### src/design/byte_stack_with_dup_and_rotate_macros.svh
// Assertion macros for the byte stack block.
// Included by the modules that carry concurrent assertions; no other dependencies.
`ifndef BYTE_STACK_WITH_DUP_AND_ROTATE_MACROS_SVH
`define BYTE_STACK_WITH_DUP_AND_ROTATE_MACROS_SVH
`ifndef SYNTHESIS
`define BSDR_ASSERT_IMP(lbl, clk, rstn, ante, cons, msg) \
    lbl: assert property (@(posedge clk) disable iff (!rstn) (ante) |-> (cons)) \
        else $error(msg);
`define BSDR_ASSERT_NXT(lbl, clk, rstn, ante, cons, msg) \
    lbl: assert property (@(posedge clk) disable iff (!rstn) (ante) |=> (cons)) \
        else $error(msg);
`else
`define BSDR_ASSERT_IMP(lbl, clk, rstn, ante, cons, msg)
`define BSDR_ASSERT_NXT(lbl, clk, rstn, ante, cons, msg)
`endif
`endif

### src/design/bsdr_pkg.sv
// Shared types and codes of the byte stack block.
// No dependencies; imported by the sequencer, the memory and the top level.
package bsdr_pkg;

    localparam int CNT_W  = 7;
    localparam int BYTE_W = 8;

    typedef logic [2:0] t_kind;
    localparam t_kind K_PUSH  = 3'd0;
    localparam t_kind K_POP   = 3'd1;
    localparam t_kind K_PEEK  = 3'd2;
    localparam t_kind K_DUP   = 3'd3;
    localparam t_kind K_ROTUP = 3'd4;
    localparam t_kind K_ROTDN = 3'd5;
    localparam t_kind K_DUMP  = 3'd6;

    typedef logic [2:0] t_status;
    localparam t_status ST_OK      = 3'd0;
    localparam t_status ST_FULL    = 3'd1;
    localparam t_status ST_EMPTY   = 3'd2;
    localparam t_status ST_ROT     = 3'd3;
    localparam t_status ST_INVALID = 3'd4;

    typedef struct packed {
        t_kind              kind;
        logic [BYTE_W-1:0]  push_byte;
        logic [CNT_W-1:0]   rotate_count;
    } t_item;

    typedef struct packed {
        t_status            status;
        logic [BYTE_W-1:0]  out_byte;
        logic               has_byte;
        logic               last;
    } t_result;

endpackage

### src/design/byte_stack_with_dup_and_rotate.sv
// Top level of the byte stack: APB capacity register, output register, sequencer and storage.
// Depends on bsdr_pkg, bsdr_mem and bsdr_seq.
//
// Use: commands enter on the s channel (tuser = kind, tdata = push byte and rotate count)
// and results leave on the m channel, one per command, or one per entry for a dump of a
// non-empty stack, with tlast set on the final result of each command. The capacity register
// sits at byte address 0 of the APB port and limits how many entries the stack may hold.
// Sequencing: a command is taken only while the sequencer is idle. For push, pop, peek,
// duplicate, rotates of fewer than two entries, refused rotates and invalid kinds, the result
// appears on the m channel in the cycle after the command is executed. A rotate over n
// entries moves one entry per cycle, as the entry memory has one read and one write port.
// A dump reads the memory once per entry, each entry leaving as its own result.
// A result waiting in the output register does not block the next command from being
// taken; the sequencer holds its next result until the register is free, so a stalled
// receiver stalls the block without losing or repeating results.
// Reset empties the stack and sets capacity to 64; the entry memory is not cleared.
module byte_stack_with_dup_and_rotate import bsdr_pkg::*; #(
    parameter int DEPTH = 64
) (
    input  logic        i_clk,
    input  logic        i_rst_n,
    // APB configuration port
    input  logic        i_psel,
    input  logic        i_penable,
    input  logic        i_pwrite,
    input  logic [2:0]  i_paddr,
    input  logic [31:0] i_pwdata,
    output logic [31:0] o_prdata,
    output logic        o_pready,
    // Command stream
    input  logic        i_s_tvalid,
    output logic        o_s_tready,
    input  logic [15:0] i_s_tdata,   // [7:0] push_byte, [14:8] rotate_count, [15] zero
    input  logic [2:0]  i_s_tuser,   // [2:0] kind
    // Result stream
    output logic        o_m_tvalid,
    input  logic        i_m_tready,
    output logic [15:0] o_m_tdata,   // [2:0] status, [10:3] out_byte, [15:11] zero
    output logic        o_m_tuser,   // [0] has_byte
    output logic        o_m_tlast
);

    localparam int AW = $clog2(DEPTH);
    localparam int LW = $clog2(DEPTH + 1);
    localparam logic REG_CAPACITY = 1'b0;

    logic [CNT_W-1:0]  r_capacity;
    logic              r_out_valid;
    t_result           r_out;

    t_item             item;
    logic              slot_free;
    logic              res_valid;
    t_result           res;
    logic              mem_we;
    logic [AW-1:0]     mem_waddr;
    logic [BYTE_W-1:0] mem_wdata;
    logic              mem_re;
    logic [AW-1:0]     mem_raddr;
    logic [BYTE_W-1:0] mem_rdata;

    assign o_pready = 1'b1;
    assign o_prdata = (i_paddr[2] == REG_CAPACITY) ? {25'b0, r_capacity} : 32'b0;

    always_ff @(posedge i_clk) begin
        if (!i_rst_n) begin
            r_capacity <= 7'd64;
        end else if (i_psel && i_penable && i_pwrite && i_paddr[2] == REG_CAPACITY) begin
            r_capacity <= i_pwdata[CNT_W-1:0];
        end
    end

    assign item.kind         = i_s_tuser;
    assign item.push_byte    = i_s_tdata[7:0];
    assign item.rotate_count = i_s_tdata[14:8];

    // The sequencer may load a new result when the register is empty or being drained.
    assign slot_free = !r_out_valid || i_m_tready;

    always_ff @(posedge i_clk) begin
        if (!i_rst_n) begin
            r_out_valid <= 1'b0;
        end else if (res_valid) begin
            r_out_valid <= 1'b1;
        end else if (i_m_tready) begin
            r_out_valid <= 1'b0;
        end
    end

    always_ff @(posedge i_clk) begin
        if (res_valid) begin
            r_out <= res;
        end
    end

    assign o_m_tvalid = r_out_valid;
    assign o_m_tdata  = {5'b0, r_out.out_byte, r_out.status};
    assign o_m_tuser  = r_out.has_byte;
    assign o_m_tlast  = r_out.last;

    bsdr_seq #(
        .DEPTH (DEPTH),
        .AW    (AW),
        .LW    (LW)
    ) u_seq (
        .i_clk       (i_clk),
        .i_rst_n     (i_rst_n),
        .i_capacity  (r_capacity),
        .i_in_valid  (i_s_tvalid),
        .i_item      (item),
        .o_in_ready  (o_s_tready),
        .i_slot_free (slot_free),
        .o_res_valid (res_valid),
        .o_res       (res),
        .o_mem_we    (mem_we),
        .o_mem_waddr (mem_waddr),
        .o_mem_wdata (mem_wdata),
        .o_mem_re    (mem_re),
        .o_mem_raddr (mem_raddr),
        .i_mem_rdata (mem_rdata)
    );

    bsdr_mem #(
        .DEPTH (DEPTH),
        .AW    (AW)
    ) u_mem (
        .i_clk   (i_clk),
        .i_we    (mem_we),
        .i_waddr (mem_waddr),
        .i_wdata (mem_wdata),
        .i_re    (mem_re),
        .i_raddr (mem_raddr),
        .o_rdata (mem_rdata)
    );

endmodule

### src/design/bsdr_mem.sv
// Stack entry storage: one write port and one read port with registered read data.
// Depends on bsdr_pkg for the byte width.
module bsdr_mem import bsdr_pkg::*; #(
    parameter int DEPTH = 64,
    parameter int AW    = $clog2(DEPTH)
) (
    input  logic              i_clk,
    input  logic              i_we,
    input  logic [AW-1:0]     i_waddr,
    input  logic [BYTE_W-1:0] i_wdata,
    input  logic              i_re,
    input  logic [AW-1:0]     i_raddr,
    output logic [BYTE_W-1:0] o_rdata
);

    logic [BYTE_W-1:0] r_mem [DEPTH];
    logic [BYTE_W-1:0] r_rdata;

    always_ff @(posedge i_clk) begin
        if (i_we) begin
            r_mem[i_waddr] <= i_wdata;
        end
    end

    always_ff @(posedge i_clk) begin
        if (i_re) begin
            r_rdata <= r_mem[i_raddr];
        end
    end

    assign o_rdata = r_rdata;

endmodule

### src/design/bsdr_seq.sv
// Sequencer of the byte stack: fill level, operation decode, rotate moves and dump.
// Depends on bsdr_pkg and the assertion macro header; drives bsdr_mem through its ports.
`include "byte_stack_with_dup_and_rotate_macros.svh"
module bsdr_seq import bsdr_pkg::*; #(
    parameter int DEPTH = 64,
    parameter int AW    = $clog2(DEPTH),
    parameter int LW    = $clog2(DEPTH + 1)
) (
    input  logic              i_clk,
    input  logic              i_rst_n,
    input  logic [CNT_W-1:0]  i_capacity,
    input  logic              i_in_valid,
    input  t_item             i_item,
    output logic              o_in_ready,
    input  logic              i_slot_free,
    output logic              o_res_valid,
    output t_result           o_res,
    output logic              o_mem_we,
    output logic [AW-1:0]     o_mem_waddr,
    output logic [BYTE_W-1:0] o_mem_wdata,
    output logic              o_mem_re,
    output logic [AW-1:0]     o_mem_raddr,
    input  logic [BYTE_W-1:0] i_mem_rdata
);

    typedef enum logic [5:0] {
        S_IDLE = 6'b000001,
        S_EXEC = 6'b000010,
        S_ROT  = 6'b000100,
        S_FIN  = 6'b001000,
        S_DRD  = 6'b010000,
        S_DOUT = 6'b100000
    } t_state;

    t_state            r_state, n_state;
    logic [LW-1:0]     r_fill, n_fill;
    t_item             r_item, n_item;
    logic [BYTE_W-1:0] r_tmp, n_tmp;
    logic [AW-1:0]     r_ptr, n_ptr;
    logic [AW-1:0]     r_wr_addr, n_wr_addr;
    logic [AW-1:0]     r_end, n_end;
    logic [LW-1:0]     r_cnt, n_cnt;
    logic              r_pend, n_pend;

    logic [CNT_W-1:0]  fill7;
    logic [CNT_W-1:0]  cap_eff;
    logic              full;
    logic              empty;
    logic [LW-1:0]     fill_m1;
    logic [AW-1:0]     top_addr;
    logic [CNT_W-1:0]  fill_m2;
    logic [CNT_W-1:0]  in_base;
    logic [CNT_W-1:0]  r_base;
    logic [CNT_W-1:0]  r_base_p1;
    logic              rot_up;

    always_comb begin
        fill7 = CNT_W'(r_fill);
        if (i_capacity == '0) begin
            cap_eff = CNT_W'(1);
        end else if (i_capacity > CNT_W'(DEPTH)) begin
            cap_eff = CNT_W'(DEPTH);
        end else begin
            cap_eff = i_capacity;
        end
    end

    assign full      = (fill7 >= cap_eff);
    assign empty     = (r_fill == '0);
    assign fill_m1   = r_fill - LW'(1);
    assign top_addr  = fill_m1[AW-1:0];
    assign fill_m2   = fill7 - CNT_W'(2);
    assign in_base   = fill7 - i_item.rotate_count;
    assign r_base    = fill7 - r_item.rotate_count;
    assign r_base_p1 = r_base + CNT_W'(1);
    assign rot_up    = (r_item.kind == K_ROTUP);

    assign o_in_ready = (r_state == S_IDLE);

    always_comb begin
        n_state     = r_state;
        n_fill      = r_fill;
        n_item      = r_item;
        n_tmp       = r_tmp;
        n_ptr       = r_ptr;
        n_wr_addr   = r_wr_addr;
        n_end       = r_end;
        n_cnt       = r_cnt;
        n_pend      = r_pend;
        o_mem_we    = 1'b0;
        o_mem_waddr = r_wr_addr;
        o_mem_wdata = i_mem_rdata;
        o_mem_re    = 1'b0;
        o_mem_raddr = r_ptr;
        o_res_valid = 1'b0;
        o_res       = '{status: ST_OK, out_byte: '0, has_byte: 1'b0, last: 1'b1};

        unique case (r_state)
            S_IDLE: begin
                if (i_in_valid) begin
                    n_item   = i_item;
                    o_mem_re = 1'b1;
                    // Rotate down needs the deepest entry of the group; all else the top.
                    o_mem_raddr = (i_item.kind == K_ROTDN) ? in_base[AW-1:0] : top_addr;
                    n_state  = S_EXEC;
                end
            end
            S_EXEC: begin
                case (r_item.kind) inside
                    K_PUSH: begin
                        o_res.status = full ? ST_FULL : ST_OK;
                        if (i_slot_free) begin
                            o_res_valid = 1'b1;
                            if (!full) begin
                                o_mem_we    = 1'b1;
                                o_mem_waddr = r_fill[AW-1:0];
                                o_mem_wdata = r_item.push_byte;
                                n_fill      = r_fill + LW'(1);
                            end
                            n_state = S_IDLE;
                        end
                    end
                    K_POP, K_PEEK: begin
                        o_res.status   = empty ? ST_EMPTY : ST_OK;
                        o_res.has_byte = !empty;
                        o_res.out_byte = empty ? '0 : i_mem_rdata;
                        if (i_slot_free) begin
                            o_res_valid = 1'b1;
                            if (r_item.kind == K_POP && !empty) begin
                                n_fill = fill_m1;
                            end
                            n_state = S_IDLE;
                        end
                    end
                    K_DUP: begin
                        o_res.status = full ? ST_FULL : (empty ? ST_EMPTY : ST_OK);
                        if (i_slot_free) begin
                            o_res_valid = 1'b1;
                            if (!full && !empty) begin
                                o_mem_we    = 1'b1;
                                o_mem_waddr = r_fill[AW-1:0];
                                o_mem_wdata = i_mem_rdata;
                                n_fill      = r_fill + LW'(1);
                            end
                            n_state = S_IDLE;
                        end
                    end
                    K_ROTUP, K_ROTDN: begin
                        if (r_item.rotate_count > fill7) begin
                            o_res.status = ST_ROT;
                            if (i_slot_free) begin
                                o_res_valid = 1'b1;
                                n_state     = S_IDLE;
                            end
                        end else if (r_item.rotate_count < CNT_W'(2)) begin
                            if (i_slot_free) begin
                                o_res_valid = 1'b1;
                                n_state     = S_IDLE;
                            end
                        end else begin
                            // The saved entry lands at the far end after n-1 moves.
                            n_tmp  = i_mem_rdata;
                            n_cnt  = LW'(r_item.rotate_count - CNT_W'(1));
                            n_pend = 1'b0;
                            if (rot_up) begin
                                n_ptr = fill_m2[AW-1:0];
                                n_end = r_base[AW-1:0];
                            end else begin
                                n_ptr = r_base_p1[AW-1:0];
                                n_end = top_addr;
                            end
                            n_state = S_ROT;
                        end
                    end
                    K_DUMP: begin
                        if (empty) begin
                            if (i_slot_free) begin
                                o_res_valid = 1'b1;
                                n_state     = S_IDLE;
                            end
                        end else begin
                            n_ptr   = top_addr;
                            n_cnt   = r_fill;
                            n_state = S_DOUT;
                        end
                    end
                    default: begin
                        o_res.status = ST_INVALID;
                        if (i_slot_free) begin
                            o_res_valid = 1'b1;
                            n_state     = S_IDLE;
                        end
                    end
                endcase
            end
            S_ROT: begin
                // Each cycle writes the entry read in the previous cycle one place over.
                if (r_pend) begin
                    o_mem_we    = 1'b1;
                    o_mem_waddr = r_wr_addr;
                    o_mem_wdata = i_mem_rdata;
                end
                if (r_cnt != '0) begin
                    o_mem_re    = 1'b1;
                    o_mem_raddr = r_ptr;
                    n_wr_addr   = rot_up ? (r_ptr + AW'(1)) : (r_ptr - AW'(1));
                    n_ptr       = rot_up ? (r_ptr - AW'(1)) : (r_ptr + AW'(1));
                    n_cnt       = r_cnt - LW'(1);
                    n_pend      = 1'b1;
                end else begin
                    n_pend  = 1'b0;
                    n_state = S_FIN;
                end
            end
            S_FIN: begin
                o_mem_we    = 1'b1;
                o_mem_waddr = r_end;
                o_mem_wdata = r_tmp;
                if (i_slot_free) begin
                    o_res_valid = 1'b1;
                    n_state     = S_IDLE;
                end
            end
            S_DRD: begin
                o_mem_re    = 1'b1;
                o_mem_raddr = r_ptr;
                n_state     = S_DOUT;
            end
            S_DOUT: begin
                o_res.has_byte = 1'b1;
                o_res.out_byte = i_mem_rdata;
                o_res.last     = (r_cnt == LW'(1));
                if (i_slot_free) begin
                    o_res_valid = 1'b1;
                    n_cnt       = r_cnt - LW'(1);
                    n_ptr       = r_ptr - AW'(1);
                    n_state     = (r_cnt == LW'(1)) ? S_IDLE : S_DRD;
                end
            end
            default: begin
                n_state = S_IDLE;
            end
        endcase
    end

    always_ff @(posedge i_clk) begin
        if (!i_rst_n) begin
            r_state <= S_IDLE;
            r_fill  <= '0;
            r_pend  <= 1'b0;
        end else begin
            r_state <= n_state;
            r_fill  <= n_fill;
            r_pend  <= n_pend;
        end
    end

    always_ff @(posedge i_clk) begin
        r_item    <= n_item;
        r_tmp     <= n_tmp;
        r_ptr     <= n_ptr;
        r_wr_addr <= n_wr_addr;
        r_end     <= n_end;
        r_cnt     <= n_cnt;
    end

    `BSDR_ASSERT_IMP(a_fill_bound, i_clk, i_rst_n, 1'b1, fill7 <= CNT_W'(DEPTH), "fill over depth")
    `BSDR_ASSERT_NXT(a_accept_exec, i_clk, i_rst_n, i_in_valid && o_in_ready, r_state == S_EXEC, "no exec after accept")
    `BSDR_ASSERT_IMP(a_byte_ok, i_clk, i_rst_n, o_res_valid && o_res.has_byte, o_res.status == ST_OK, "byte with bad status")
    `BSDR_ASSERT_IMP(a_idle_no_write, i_clk, i_rst_n, r_state == S_IDLE, !o_mem_we, "write while idle")

endmodule

### config.mk
export PLATFORM = sky130hd
export DESIGN_NAME = byte_stack_with_dup_and_rotate
export DESIGN_NICKNAME = d
export VERILOG_FILES = /design/src/design/bsdr_pkg.sv /design/src/design/byte_stack_with_dup_and_rotate.sv /design/src/design/bsdr_mem.sv /design/src/design/bsdr_seq.sv
export VERILOG_INCLUDE_DIRS = /design/src /design/src/design
export SDC_FILE = /design/constraint.sdc
export NUM_CORES = 1
export LEC_CHECK = 0
export BUFFER_PORTS_ARGS = -buffer_cell sky130_fd_sc_hd__buf_2
export CORE_AREA = 3 3 257 360
export CTS_CLUSTER_DIAMETER = 50
export DETAILED_ROUTE_END_ITERATION = 8
export DIE_AREA = 0 0 260 363
export HOLD_SLACK_MARGIN = 0.06
export PLACE_DENSITY = 0.51
export SETUP_SLACK_MARGIN = 0.5
export SLEW_MARGIN = 30
export SYNTH_ARGS = -nofsm -noshare
export SYNTH_HDL_FRONTEND = slang
export SYNTH_SLANG_ARGS = --single-unit
### constraint.sdc
create_clock -name i_clk -period 4 [get_ports i_clk]
set_clock_uncertainty 0.2 [all_clocks]
set_input_delay 0.4 -clock i_clk [delete_from_list [all_inputs] [get_ports i_clk]]
set_output_delay 0.4 -clock i_clk [all_outputs]
set_load 0.1 [all_outputs]
# Word-level counts from Yosys, hierarchy flattened
# Memory sizes are Yosys's and may differ from the RTL's. A register that Yosys moved wholly into a read port is not among the register bits.
# Cells that the tools add are included.
# Widths: inputs -> output; s select.
[word_totals]
reg_bits = 86
in_bits = 61
word_cells = 212
mem_count = 1
ramBits = 512
[classes]
muxes = 113
n_lt_le_gt_ge = 4
n_reduce_logical = 28
eq_ne = 33
addsub = 10
bitwise = 6
[mem_list]
columns = ["name", "depth", "word_bits", "rd", "rd_clocked_by_memory_dff", "wr", "line_no", "rtl"]
rows = [
  ["u_mem.r_mem", 64, 8, 1, 1, 1, "bsdr_mem.sv:16", "logic [BYTE_W-1:0] r_mem [DEPTH];"],
]
[ops]
columns = ["operator", "count"]
rows = [
  ["$mux 6", 36],
  ["$mux 7", 22],
  ["$pmux 6 s6", 1],
  ["$mux 8", 4],
  ["$mux 1", 30],
  ["$ne 2x2->1 const B", 13],
  ["$pmux 7 s3", 1],
  ["$sub 7x1->7 const B", 3],
  ["$mux 3", 6],
  ["$mux 9", 2],
  ["$pmux 6 s3", 1],
  ["$pmux 9 s2", 1],
  ["$pmux 8 s2", 1],
  ["$logic_not 7->1", 2],
  ["$reduce_and 7->1", 2],
  ["$add 6x1->6 const B", 2],
  ["$eq 3x3->1 const B", 4],
  ["$pmux 6 s2", 1],
  ["$sub 6x6->6", 2],
  ["$reduce_and 10->1", 1],
  ["$ne 3x3->1 const B", 3],
  ["$reduce_bool 3->1", 3],
  ["$reduce_and 8->1", 1],
  ["$add 7x1->7 const B", 1],
  ["other kinds (32)", 51],
]

# Depth between registers and ports, before layout
# Gate-level depths: netlist (run 1).
[depth]
word_depth = 14
ltp_mapped = 17
ltp_nobuf = 13

# By module
# Synthesis (run 1) repeated with hierarchy kept, for this count alone.
[unflattened]
cells_unflattened = 1621
area_unflattened_um2 = 26212.6
[by_module_without_submodules]
columns = ["module", "area_per_inst_um2", "cells_per_inst", "seq_area_each_um2", "instances"]
rows = [
  ["bsdr_mem", 20270.7, 972, 15615.0, 1],
  ["bsdr_seq", 4918.5, 561, 1811.7, 1],
  ["byte_stack_with_dup_and_rotate", 1023.5, 88, 550.5, 1],
]

# Worst setup path after synthesis (run 1)
# No wires, ideal clock.
[synth_path]
path_type = "register to register"
start = "register u_seq.r_fill[0] (netlist: u_seq.fill7[0])"
end = "memory u_mem.r_mem[0][0] (data pin)"
path_stages_with_launch = 14
n_path_buf = 2
setup_time_ps = 356
arrival_ps = 3327
path_slack_ps = 118
cell_sequence = "dfxtp_1 > clkbuf_1 > inv_1 > ha_1 > nand2b_1 > a21o_1 > a21oi_1 > o21ai_0 > a21oi_1 > and3_1 > clkbuf_1 > nor2_1 > nand2_1 > nand2_1"
[synth_between]
elab_chain_cells = 5
[synth_rtl]
columns = ["element", "line_no", "rtl"]
rows = [
  ["start, declared", "bsdr_seq.sv:36", "logic [LW-1:0] r_fill, n_fill;"],
  ["start signal, assigned", "bsdr_seq.sv:253", "r_fill <= n_fill;"],
  ["$ge 7x7->1", "bsdr_seq.sv:68", "assign full = (fill7 >= cap_eff);"],
  ["$mux 8", "bsdr_seq.sv:114", "if (!full) begin"],
  ["$mux 8", "bsdr_seq.sv:112", "if (i_slot_free) begin"],
  ["$mux 8", "bsdr_seq.sv:109", "case (r_item.kind) inside"],
  ["$pmux 8 s2", "bsdr_seq.sv:98", "unique case (r_state)"],
  ["via mem_wdata[0]", "byte_stack_with_dup_and_rotate.sv:57", "logic [BYTE_W-1:0] mem_wdata;"],
  ["end, declared", "bsdr_mem.sv:16", ""],
]
# The timed path passes the listed nets, and every way through them passes these cells.

# Final worst setup path (run 1)
[layout_path]
start = "register u_seq.r_fill[0] (netlist: u_seq.fill7[0])"
end = "register u_mem.r_rdata[6] (netlist: u_mem.o_rdata[6]), read port of u_mem.r_mem (data pin)"
[layout_between]
elab_chain_cells = 4
elab_cells_between_ends = 5
cone_classes = "add/sub (2); mux (3)"
[layout_rtl]
columns = ["element", "line_no", "rtl"]
rows = [
  ["$sub 7x1->7 / $sub 6x6->6 (equally long branches)", "bsdr_seq.sv:70, bsdr_seq.sv:73", ""],
  ["$mux 6 *", "bsdr_seq.sv:104", "o_mem_raddr = (i_item.kind == K_ROTDN) ? in_base[AW-1:0] : top_addr;"],
  ["$mux 6 *", "bsdr_seq.sv:100", "if (i_in_valid) begin"],
  ["$mux 6 *", "n/a", ""],
  ["end, declared", "bsdr_mem.sv:17", "logic [BYTE_W-1:0] r_rdata;"],
]
# Every way passes the cells marked *; elsewhere a longest branch is shown, timed or not.
# A chain may end at the register's enable or synchronous reset.

==> impl_metrics.py, run 1 <==
metrics = {
    "finish": {
        "final_core_util_pct": 41.38,
        "final_area_um2": 37090,
        "finalNetCount": 2636,
        "layout-drive-gt1-share_pct": 32.26,
        "syn2layout_area_growth_pct": 38.79,
        "antenna_cells": 0,
        "instances_no_fill": 3776,
    },
    "timing": {
        "rsz0062_at_grt": "yes",
        "max_freq_ghz": 0.2742,
        "fin_crit_ns": 3.647,
        "fin_ws_ns": 0.3533,
        "fin_crit_sh_pct": 91.17,
        "max_slew_margin_pct": 46.09,
        "setup_viol": 0,
        "worst_slew_pin_slew_ns": 0.8057,
        "hold_viol_final": 0,
        "final_max_slew_viol_count": 0,
    },
    "synth": {
        "yosys.area_share.simple_pct": 15.79,
        "ys_types": 77,
        "synth_area_um2": 26720,
        "synth_compound_area_share_pct": 8.325,
        "postSynthAreaPerCell_um2": 12.54,
        "synthAdderAreaFrac_pct": 1.835,
        "syn_inst": 2131,
        "synth.area.mux_share_pct": 1.864,
        "synth-edff-count": 584,
        "ys_seq_elements": 606,
        "seq_area_frac_synth_pct": 67.28,
        "async_flop_share_pct": 0,
        "synthXorXnorAreaFrac_pct": 1.409,
        "yosysWarnings": 0,
        "ys_dominant_reg_cell": "edfxtp_1",
        "synth_top_family_by_area": "simple AND/OR/NAND/NOR gates",
    },
    "setup_path": {
        "end_kind": "flop",
        "crit_type": "reg2reg",
        "path_max_fanout": 22,
        "crit_path_max_incr_delay_ns": 0.53,
        "crit_required_ns": 4.19,
        "r2r-start": "u_seq.fill7[0]",
        "cpLargestDelayFamily": "buffers and inverters",
        "timing.rr.end": "u_mem.o_rdata[6]",
        "rr_worst_depth": 18,
        "cp_cell_sequence": "inv_2 -> ha_4 -> inv_2 -> fa_2 -> inv_2 -> mux2i_4 -> buf_6 -> mux2i_4 -> buf_12 -> buf_12 -> buf_4 -> buf_12 -> nand2_1 -> nand3_1 -> and3_1 -> nor4_2 -> nor4_4 -> buf_4",
        "crit_path_top_delay_cell": "fa_2",
        "critPathLaunchType": "flop",
        "worstPathArrival_ns": 3.83,
        "cp_num_buf_inv": 9,
        "rrSetupSlack_ns": 0.35,
    },
    "cts": {
        "clock_latency_ns": 0.63,
        "cts_buffer_depth": 3,
        "htree_levels": 3,
        "root_buffer": "clkbuf_16",
        "numCtsBuffers": 67,
        "cts_sinks": 606,
        "clkSlewWorstSetupHoldPaths_ns": 0.06,
        "cts_tree": "done",
    },
    "power_and_ir_drop": {
        "power.switching_mw": 7.892,
        "p_leak_nw": 13.24,
        "p_sw_share_pct": 34.46,
        "comb_power_share_pct": 36.8,
        "clkPwrFrac_pct": 27.6,
        "ir_drop_uv": 319.4,
        "p_int_mw": 15.01,
        "powerDensity_nw_per_um2": 617.6,
        "seq_power_share_pct": 35.6,
    },
    "hold_path": {
        "holdPathEnd": "u_seq.r_state[3]",
        "min_from": "i_s_tvalid",
        "hold_class": "in2reg",
        "hold_depth": 5,
    },
    "die": {
        "dieArea_um2": 94380,
        "core_area_um2": 89620,
        "dieWidth_um": 260,
        "io_pins": 114,
        "rows": 130,
        "start_util_pct": 29.82,
        "die_h_um": 363,
    },
    "route": {
        "vias_per_cell": 5.095,
        "drtAntennaViolNets": 0,
        "drt_wl_total_mm": 90.18,
        "drt_iter0_drc": 1770,
        "post-route-drc-count": 0,
        "drtPass1Iterations": 8,
        "wl_per_cell_um": 23.88,
        "vias": 19239,
    },
    "global_routing": {
        "gr-total-overflow": 0,
        "track_usage_pct": 17.67,
        "grt_start_max_net_pins": 59,
        "grt_pass1_wl_mm": 123.5,
        "grt_pass1_vias": 18955,
        "antenna_found_initial": 1,
    },
    "place": {
        "gp_congestion": 0.8853,
        "post-dp-hpwl_mm": 55.66,
        "port_buffers": 54,
        "pre_cts_ws_ns": -0.3381,
        "place_area_um2": 30450,
        "dp_cells": 3479,
    },
    "job": {
        "maxCapViolations": 0,
    },
    "status": {
        "status": "completed",
    },
}
cell type report:
class                           count  area, µm²
Tap cell                         1188       1486
Clock buffer                       80       1747
Clock inverter                     40      485.5
Multi-Input combinational cell   1381      10100
Timing Repair Buffer              446       5142
Sequential cell                   606      17990
Fill cell                        8162      52540
Inverter                           35      138.9
registers in the layout, summed over array words and instances, names as in the netlist:
register	flops
u_seq.r_wr_addr	6
u_mem.r_mem	512
u_seq.fill7	7
u_mem.o_rdata	8
u_seq.r_pend	1
u_seq.r_ptr	6
u_seq.r_item	18
r_capacity	7
u_seq.r_tmp	8
o_m_tlast	1
u_seq.r_end	6
u_seq.r_state	6
u_seq.r_cnt	7
o_m_tdata	11
o_m_tvalid	1
o_m_tuser	1
kinds of logic (layout without fill, tap and decap cells):
group	after synthesis	count (layout)
AOI/OAI and AO/OA	311	311
xor gates and xnor gates	43	43
adders and majority gates	38	38
buffers and inverters	182	601
DFF	606	606
muxes	30	32
other	2	31
and+or+nand+nor	919	926
cell usage after synthesis, types with 8 or more instances:
cell      number  share of area (%)
buf_4         44                1.2
dfxtp_1       22                1.6
a311oi_1      32                1.0
a31oi_1       26               0.61
and3_1       105                2.5
nor4_1        25               0.59
a211oi_1      12               0.34
xnor2_1       30               0.98
a21o_1        11               0.31
o21ai_0       46               0.86
nand3_1       74                1.4
clkbuf_1      58               0.81
and2_1        13               0.30
a21oi_1       70                1.3
buf_2         34               0.64
mux4_2        14                1.2
ha_1          36                1.7
a32o_1        15               0.56
nor3_1        26               0.49
nor2_1       121                1.7
xor2_1        13               0.43
nor2b_1       26               0.61
nand2_1      487                6.8
inv_1         33               0.46
mux2i_1       13               0.49
edfxtp_1     584                 66
a22oi_1       24               0.67
a22o_1        15               0.49
nand3_2        8               0.30
tightest hold or removal path, stage by stage:
cell     delay (ns)
buf_2          0.13
nor2_1         0.14
nor4_1         0.10
nand2_1        0.12
nor2_1         0.06
cell usage in the layout, fill, tap and decap left out, drive strengths merged, types with 31 or more instances in the layout:
| cell | count |
|---|---|
| nor2 | 123 |
| ha | 36 |
| o21ai | 49 |
| nand3 | 85 |
| clkbuf | 98 |
| buf | 392 |
| nand2 | 494 |
| edfxtp | 584 |
| conb | 31 |
| and3 | 105 |
| a21oi | 70 |
| a311oi | 32 |
| dlygate4sd3 | 34 |
| inv | 42 |
what timing repair did:
| action | in CTS | in global routing |
|---|---|---|
| hold endpoints to repair | 38 | 0 |
| setup buffers | 53 | 51 |
| endpoints found under the setup margin | 942 | 1036 |
| pin swaps | 93 | 106 |
| hold buffers | 34 | 0 |
| gates cloned | 11 | 28 |
| gates resized for setup | 183 | 219 |
worst max-delay path by stage:
stage                         startpoint                  to  slack (ns)  depth (start not counted)
after CTS                  r_capacity[3]  u_mem.r_mem[58][1]        0.30                         16
after floorplan            r_capacity[1]  u_mem.r_mem[22][0]        0.38                         14
after global routing       r_capacity[3]  u_mem.r_mem[49][5]        0.15                         16
final                     u_seq.fill7[0]    u_mem.o_rdata[6]        0.35                         18
after global placement      i_s_tdata[8]    u_mem.o_rdata[1]       -0.36                         13
after detailed placement    i_s_tdata[8]    u_mem.o_rdata[6]       -0.34                         18
metrics by stage:
step / power [mW] / hold slack [ns] / setup TNS (ns)
finish: 22.90 / 0.1673 / 0
global route: 23.64 / 0.2148 / 0
CTS: 21.36 / 0.1086 / 0
detailed placement: 14.29 / 0.2918 / -9.294
global placement: 14.24 / 0.2901 / -9.854
floorplan: 11.22 / 0.2415 / 0
power groups by stage:
stage	clock network (mW)	logic [mW]	registers [mW]
floorplan	0	2.90	8.32
global placement	0	5.97	8.28
detailed placement	0	6.01	8.28
CTS	6.42	6.80	8.15
global route	6.69	8.77	8.18
finish	6.31	8.43	8.16
metal layers:
| layer | up-vias | part of all wire, % | GRT usage [%] |
|---|---|---|---|
| met5 | - | 0 | 0 |
| met4 | 0 | 5.6 | 8.304 |
| met3 | 214 | 5.5 | 2.306 |
| met2 | 728 | 52 | 32.19 |
| met1 | 9624 | 37 | 20.42 |
| li1 | 8673 | - | - |
Note: power is estimated with default switching activity, not from simulation.
==> inputs of run 2 (changes only) <==
==> constraint.sdc (replaced) <==
create_clock -name i_clk -period 4 [get_ports i_clk]
set_clock_uncertainty 0.2 [all_clocks]
set_input_delay 0.8 -clock i_clk [delete_from_list [all_inputs] [get_ports i_clk]]
set_output_delay 0.8 -clock i_clk [all_outputs]
set_load 0.1 [all_outputs]
==> run 2 against run 1 <==
Total power fell by 6.1%. Die area is the same. Global-route usage down 0.28 points. Utilization fell by 0.84 points. Cell count increased by 0.11%. Routed wire length decreased by 5.1%. Count of clock-buffer cells in the layout fell by 6. Largest cell class unchanged. Sequential share of layout area increased by 1.0 points. Highest routed layer unchanged.
==> impl_metrics.py, run 2 (synthesis gave the netlist of run 1 again) <==
metrics = {
    "hold_path": {
        "hold_class": "in2reg",
    },
    "power_and_ir_drop": {
        "powerDensity_nw_per_um2": 591.9,
        "power.switching_mw": 7.281,
        "seq_power_share_pct": 37.8,
        "comb_power_share_pct": 34.7,
        "ir_drop_uv": 341.6,
        "clkPwrFrac_pct": 27.5,
        "p_leak_nw": 13.11,
        "p_sw_share_pct": 33.86,
        "p_total_mw": 21.50,
        "p_int_mw": 14.22,
    },
    "setup_path": {
        "worstPathArrival_ns": 3.91,
        "path_depth": 12,
        "path_max_fanout": 4,
        "crit_required_ns": 4.15,
        "cpMostUsedCell": "nor4_4",
        "end_kind": "flop",
        "critPathLaunchType": "flop",
        "cp_cell_sequence": "nor4_4 -> nand3_2 -> inv_8 -> mux2i_4 -> buf_12 -> buf_16 -> buf_2 -> buf_4 -> mux4_2 -> a22o_4 -> nor4_4 -> nor4_4",
        "rr_worst_depth": 12,
        "crit_path_max_incr_delay_ns": 0.55,
        "rrSetupSlack_ns": 0.24,
        "cp-startpoint": "u_seq.r_state[1]",
        "crit_end": "u_mem.o_rdata[5]",
        "r2r-start": "u_seq.r_state[1]",
        "timing.rr.end": "u_mem.o_rdata[5]",
        "cp_num_buf_inv": 5,
        "crit_path_top_delay_cell": "mux4_2",
        "crit_type": "reg2reg",
        "cpLargestDelayFamily": "simple AND/OR/NAND/NOR gates",
    },
    "timing": {
        "fin_crit_ns": 3.763,
        "rsz0062_at_grt": "yes",
        "hold_viol_final": 0,
        "setup_viol": 0,
        "whs_ns": 0.1661,
        "max_slew_margin_pct": 56.40,
        "final_max_slew_viol_count": 0,
        "worst_slew_pin_slew_ns": 0.6515,
        "max_freq_ghz": 0.2658,
        "fin_crit_sh_pct": 94.06,
    },
    "finish": {
        "antenna_cells": 0,
        "instances_no_fill": 3780,
        "regMostFlops": "u_mem.r_mem",
        "final_core_util_pct": 40.54,
        "final_area_um2": 36330,
        "finalNetCount": 2643,
        "final_common_cell": "edfxtp_1",
        "layout-drive-gt1-share_pct": 31.44,
        "fillers": 8217,
        "syn2layout_area_growth_pct": 35.96,
        "mostFrequentLayoutCells": "584 x edfxtp_1, 469 x nand2_1, 235 x buf_4, 98 x and3_1, 81 x clkbuf_16",
        "largest_reg_flops": 512,
    },
    "global_routing": {
        "gr-total-overflow": 0,
        "grt_pass1_wl_mm": 122.6,
        "track_usage_pct": 17.39,
        "grt_pass1_vias": 19205,
        "grt_start_max_net_pins": 65,
        "antenna_found_initial": 0,
    },
    "route": {
        "drt-met1-wl_mm": 32.45,
        "dr.max_layer_used": "met4",
        "met3_length_mm": 4.045,
        "vias": 18947,
        "drtAntennaViolNets": 0,
        "drt_iter0_drc": 1432,
        "vias_per_cell": 5.012,
        "drtPass1Iterations": 5,
        "route.met2.wl_mm": 44.49,
        "drt_wl_total_mm": 85.61,
        "wl_per_cell_um": 22.65,
        "post-route-drc-count": 0,
    },
    "cts": {
        "cts_buffer_depth": 3,
        "cts_sinks": 606,
        "cts_tree": "done",
        "numCtsBuffers": 68,
        "cts_hold_buf": 0,
        "clock_latency_ns": 0.64,
        "root_buffer": "clkbuf_16",
        "clkSlewWorstSetupHoldPaths_ns": 0.06,
        "htree_levels": 3,
    },
    "die": {
        "dieWidth_um": 260,
        "io_pins": 114,
        "start_util_pct": 29.82,
        "rows": 130,
        "core_area_um2": 89620,
        "dieArea_um2": 94380,
        "die_h_um": 363,
    },
    "job": {
        "maxCapViolations": 0,
    },
    "place": {
        "gp_congestion": 0.8814,
        "post-dp-hpwl_mm": 54.78,
        "dp_cells": 3527,
        "place_area_um2": 30830,
        "port_buffers": 54,
    },
    "status": {
        "status": "completed",
    },
}
## run 2: cell types whose count changed in the layout (fill, tap and decap cells not counted), moves of 8 or more
cell,change
o21ai_0,+18
a22oi_2,-11
buf_4,+44
o21ai_1,-17
a311oi_1,+12
nand2_1,+9
and3_4,-8
dlygate4sd3_1,-34
a22oi_1,+11
## run 2: worst min path at each step
stage / start / depth (start not counted) / to / slack, ns
after global routing: i_s_tdata[7] / 1 / u_seq.r_item[14] / 0.15
after CTS: i_s_tdata[3] / 1 / u_seq.r_item[10] / 0.13
after detailed placement: u_mem.o_rdata[6] / 0 / u_seq.r_tmp[6] / 0.26
after global placement: u_mem.o_rdata[0] / 0 / u_seq.r_tmp[0] / 0.27
final: i_s_tdata[3] / 1 / u_seq.r_item[10] / 0.17
after floorplan: u_mem.o_rdata[0] / 0 / u_seq.r_tmp[0] / 0.24
## run 2: layout make-up
type	instances	area (µm²)	share of cell area [%]
Tap cell	1188	1486	4.091
Clock inverter	44	336.6	0.9264
Sequential cell	606	17980	49.50
Clock buffer	74	1745	4.804
Timing Repair Buffer	459	5070	13.96
Multi-Input combinational cell	1374	9562	26.32
Inverter	35	145.1	0.3995
## run 2: metal layers
| layer | track usage, % | vias to the layer above |
|---|---|---|
| met3 | 2.271 | 192 |
| met2 | 31.59 | 620 |
| met5 | 0 | - |
| met4 | 8.777 | 0 |
| li1 | - | 8660 |
| met1 | 19.92 | 9475 |
## run 2: power by group through the flow
stage | sequential, mW | combinational [mW] | clock (mW)
2_1_floorplan | 8.32 | 2.90 | 0
3_3_place_gp | 8.26 | 5.80 | 0
3_5_place_dp | 8.26 | 5.86 | 0
4_1_cts | 8.13 | 6.62 | 6.04
5_1_grt | 8.14 | 7.88 | 6.29
6_report | 8.12 | 7.47 | 5.91
## run 2: repair_timing
| action | in CTS | in global routing |
|---|---|---|
| buffers inserted | 69 | 47 |
| endpoints found under the hold margin | 0 | 0 |
| setup endpoints to repair | 692 | 1005 |
| resized for setup | 219 | 96 |
| pin swaps | 108 | 91 |
| gates cloned | 6 | 13 |
## run 2: metrics by stage
step / TNS [ns] / worst slack (ns)
global placement: -6.243 / -0.7057
CTS: 0 / 0.2203
floorplan: 0 / 0.3840
detailed placement: -7.600 / -0.7161
global route: 0 / 0.1675
finish: 0 / 0.2374
==> inputs of run 3 (changes only) <==
PLACE_DENSITY = 0.49   (was 0.51)
clock period = 4.8 ns   (was 4 ns; I/O delays follow)
==> run 3 against run 2 <==
Cell area down 12%. Sequential power decreased by 16%. Die area did not move. Non-clock buffer count decreased by 199. Cell count decreased by 5.4%. Worst setup slack improved by 0.36 ns. Hold slack better by 0.11 ns. Clock power decreased by 16%. Combinational power decreased by 37%. Utilization down 4.7 points. Count of clock-buffer cells in the layout up 12. Fmax down 10%. Largest power group unchanged.
==> impl_metrics.py, run 3 (synthesis gave the netlist of run 1 again) <==
metrics = {
    "status": {
        "status": "completed",
    },
    "place": {
        "place_area_um2": 29620,
        "post-dp-hpwl_mm": 49.61,
        "pre_cts_ws_ns": -0.1623,
        "port_buffers": 54,
        "gp_congestion": 0.8483,
    },
    "cts": {
        "clock_latency_ns": 0.61,
        "cts_sinks": 606,
        "root_buffer": "clkbuf_16",
        "htree_levels": 3,
        "cts_tree": "done",
        "numCtsBuffers": 67,
        "clkSlewWorstSetupHoldPaths_ns": 0.06,
        "cts_buffer_depth": 3,
    },
    "finish": {
        "final_area_um2": 32100,
        "finalNetCount": 2443,
        "mostFrequentLayoutCells": "584 x edfxtp_1, 478 x nand2_1, 173 x buf_4, 112 x nor2_1, 105 x and3_1",
        "regMostFlops": "u_mem.r_mem",
        "antenna_cells": 0,
        "syn2layout_area_growth_pct": 20.12,
        "largest_reg_flops": 512,
        "layout-drive-gt1-share_pct": 18.42,
        "final_core_util_pct": 35.81,
        "final_common_cell": "edfxtp_1",
    },
    "power_and_ir_drop": {
        "ir_drop_uv": 353.8,
        "powerDensity_nw_per_um2": 511.1,
        "p_sw_share_pct": 32.80,
        "p_total_mw": 16.41,
        "power.switching_mw": 5.381,
        "p_int_mw": 11.02,
        "seq_power_share_pct": 41.4,
        "comb_power_share_pct": 28.5,
        "p_leak_nw": 11.47,
        "clkPwrFrac_pct": 30.1,
    },
    "timing": {
        "fin_ws_ns": 0.5972,
        "max_slew_margin_pct": 43.89,
        "fin_crit_sh_pct": 87.56,
        "worst_slew_pin_slew_ns": 0.8385,
        "final_max_slew_viol_count": 0,
        "hold_viol_final": 0,
        "fin_crit_ns": 4.203,
        "fin_tns_setup_ns": 0,
        "max_freq_ghz": 0.2379,
        "rsz0062_at_grt": "yes",
        "setup_viol": 0,
    },
    "setup_path": {
        "timing.rr.end": "u_mem.o_rdata[0]",
        "rr_worst_depth": 16,
        "worstPathArrival_ns": 4.31,
        "cp_num_buf_inv": 7,
        "cp_cell_sequence": "inv_1 -> buf_4 -> ha_1 -> inv_1 -> fa_1 -> inv_1 -> mux2i_4 -> buf_4 -> mux2i_4 -> buf_12 -> buf_4 -> a21oi_1 -> a22oi_1 -> a22o_1 -> nor3_1 -> nor4_2",
        "crit_path_top_delay_cell": "nor3_1",
        "rrSetupSlack_ns": 0.60,
        "cpLargestDelayFamily": "buffers and inverters",
        "crit_path_max_incr_delay_ns": 0.62,
        "crit_type": "reg2reg",
        "path_depth": 16,
        "crit_required_ns": 4.91,
        "r2r-start": "u_seq.fill7[0]",
        "end_kind": "flop",
        "path_max_fanout": 20,
        "critPathLaunchType": "flop",
    },
    "route": {
        "drt_iter0_drc": 1166,
        "drt_wl_total_mm": 76.90,
        "vias_per_cell": 4.938,
        "post-route-drc-count": 0,
        "vias": 17663,
        "drtPass1Iterations": 7,
        "drtAntennaViolNets": 0,
        "wl_per_cell_um": 21.50,
    },
    "global_routing": {
        "antenna_found_initial": 0,
        "grt_start_max_net_pins": 65,
        "track_usage_pct": 16.00,
        "grt.busiest_layer": "met2",
        "gr-total-overflow": 0,
        "grt_pass1_wl_mm": 112.7,
        "use_met2_pct": 29.46,
        "grt_pass1_vias": 17658,
        "met1_usage_pct": 18.60,
        "grt_use_met3_pct": 1.895,
    },
    "hold_path": {
        "holdPathEnd": "u_seq.r_tmp[0]",
        "hold_depth": 0,
        "hold_class": "reg2reg",
        "min_from": "u_mem.o_rdata[0]",
    },
    "die": {
        "start_util_pct": 29.82,
        "core_area_um2": 89620,
        "io_pins": 114,
        "dieArea_um2": 94380,
        "dieWidth_um": 260,
        "rows": 130,
        "die_h_um": 363,
    },
    "job": {
        "maxCapViolations": 0,
    },
}
==> run 3: repair_timing <==
item | in CTS | in global routing
endpoints found under the hold margin | 0 | 0
gates resized for setup | 19 | 33
hold buffers | 0 | 0
setup buffers | 0 | 9
pin swaps | 0 | 7
endpoints found under the setup margin | 479 | 513
cloned | 2 | 1
==> run 3: worst max-delay path by stage <==
stage                   startpoint                 end
detailed placement    i_s_tdata[8]    u_mem.o_rdata[4]
global route         r_capacity[1]  u_mem.r_mem[38][7]
global placement      i_s_tdata[8]    u_mem.o_rdata[4]
CTS                  r_capacity[1]   u_mem.r_mem[2][3]
floorplan           u_seq.fill7[0]   u_mem.r_mem[0][0]
finish              u_seq.fill7[0]    u_mem.o_rdata[0]
==> run 3: cell type report <==
class	instances	area, µm²
fill	8651	57530
sequential	606	17980
multi-input combinational	1374	8252
timing repair buffer	260	2181
clock buffer	86	1822
tap	1188	1486
clock inverter	28	249.0
inverter	35	131.4
==> run 3: power by group through the flow <==
stage / Sequential [mW] / Combinational, mW / Clock, mW
6_report: 6.79 / 4.68 / 4.94
5_1_grt: 6.80 / 5.02 / 5.24
4_1_cts: 6.79 / 4.67 / 5.05
3_5_place_dp: 6.90 / 4.59 / 0
3_3_place_gp: 6.90 / 4.55 / 0
2_1_floorplan: 6.97 / 2.37 / 0
==> run 3: per-layer routing <==
metal	part of all wire, %	vias up
li1	-	8211
met1	39	8853
met2	53	479
met3	4.5	120
met4	3.6	0
met5	0	-
==> run 3: metrics by stage <==
step                      instances  hold slack (ns)
after global placement         3451           0.2615
after floorplan                2160           0.2415
after global routing           3577           0.2951
after detailed placement       3451           0.2617
after CTS                      3567           0.2766
final                          3577           0.2723
==> run 3: worst register-to-register path, cell delays in order, from the launching register on <==
cell and delay (ns):
dfxtp_1 0.31, inv_1 0.07, buf_4 0.18, ha_1 0.18
inv_1 0.06, fa_1 0.49, inv_1 0.07, mux2i_4 0.30
buf_4 0.19, mux2i_4 0.07, buf_12 0.19, buf_4 0.24
a21oi_1 0.19, a22oi_1 0.12, a22o_1 0.25, nor3_1 0.62
nor4_2 0.19
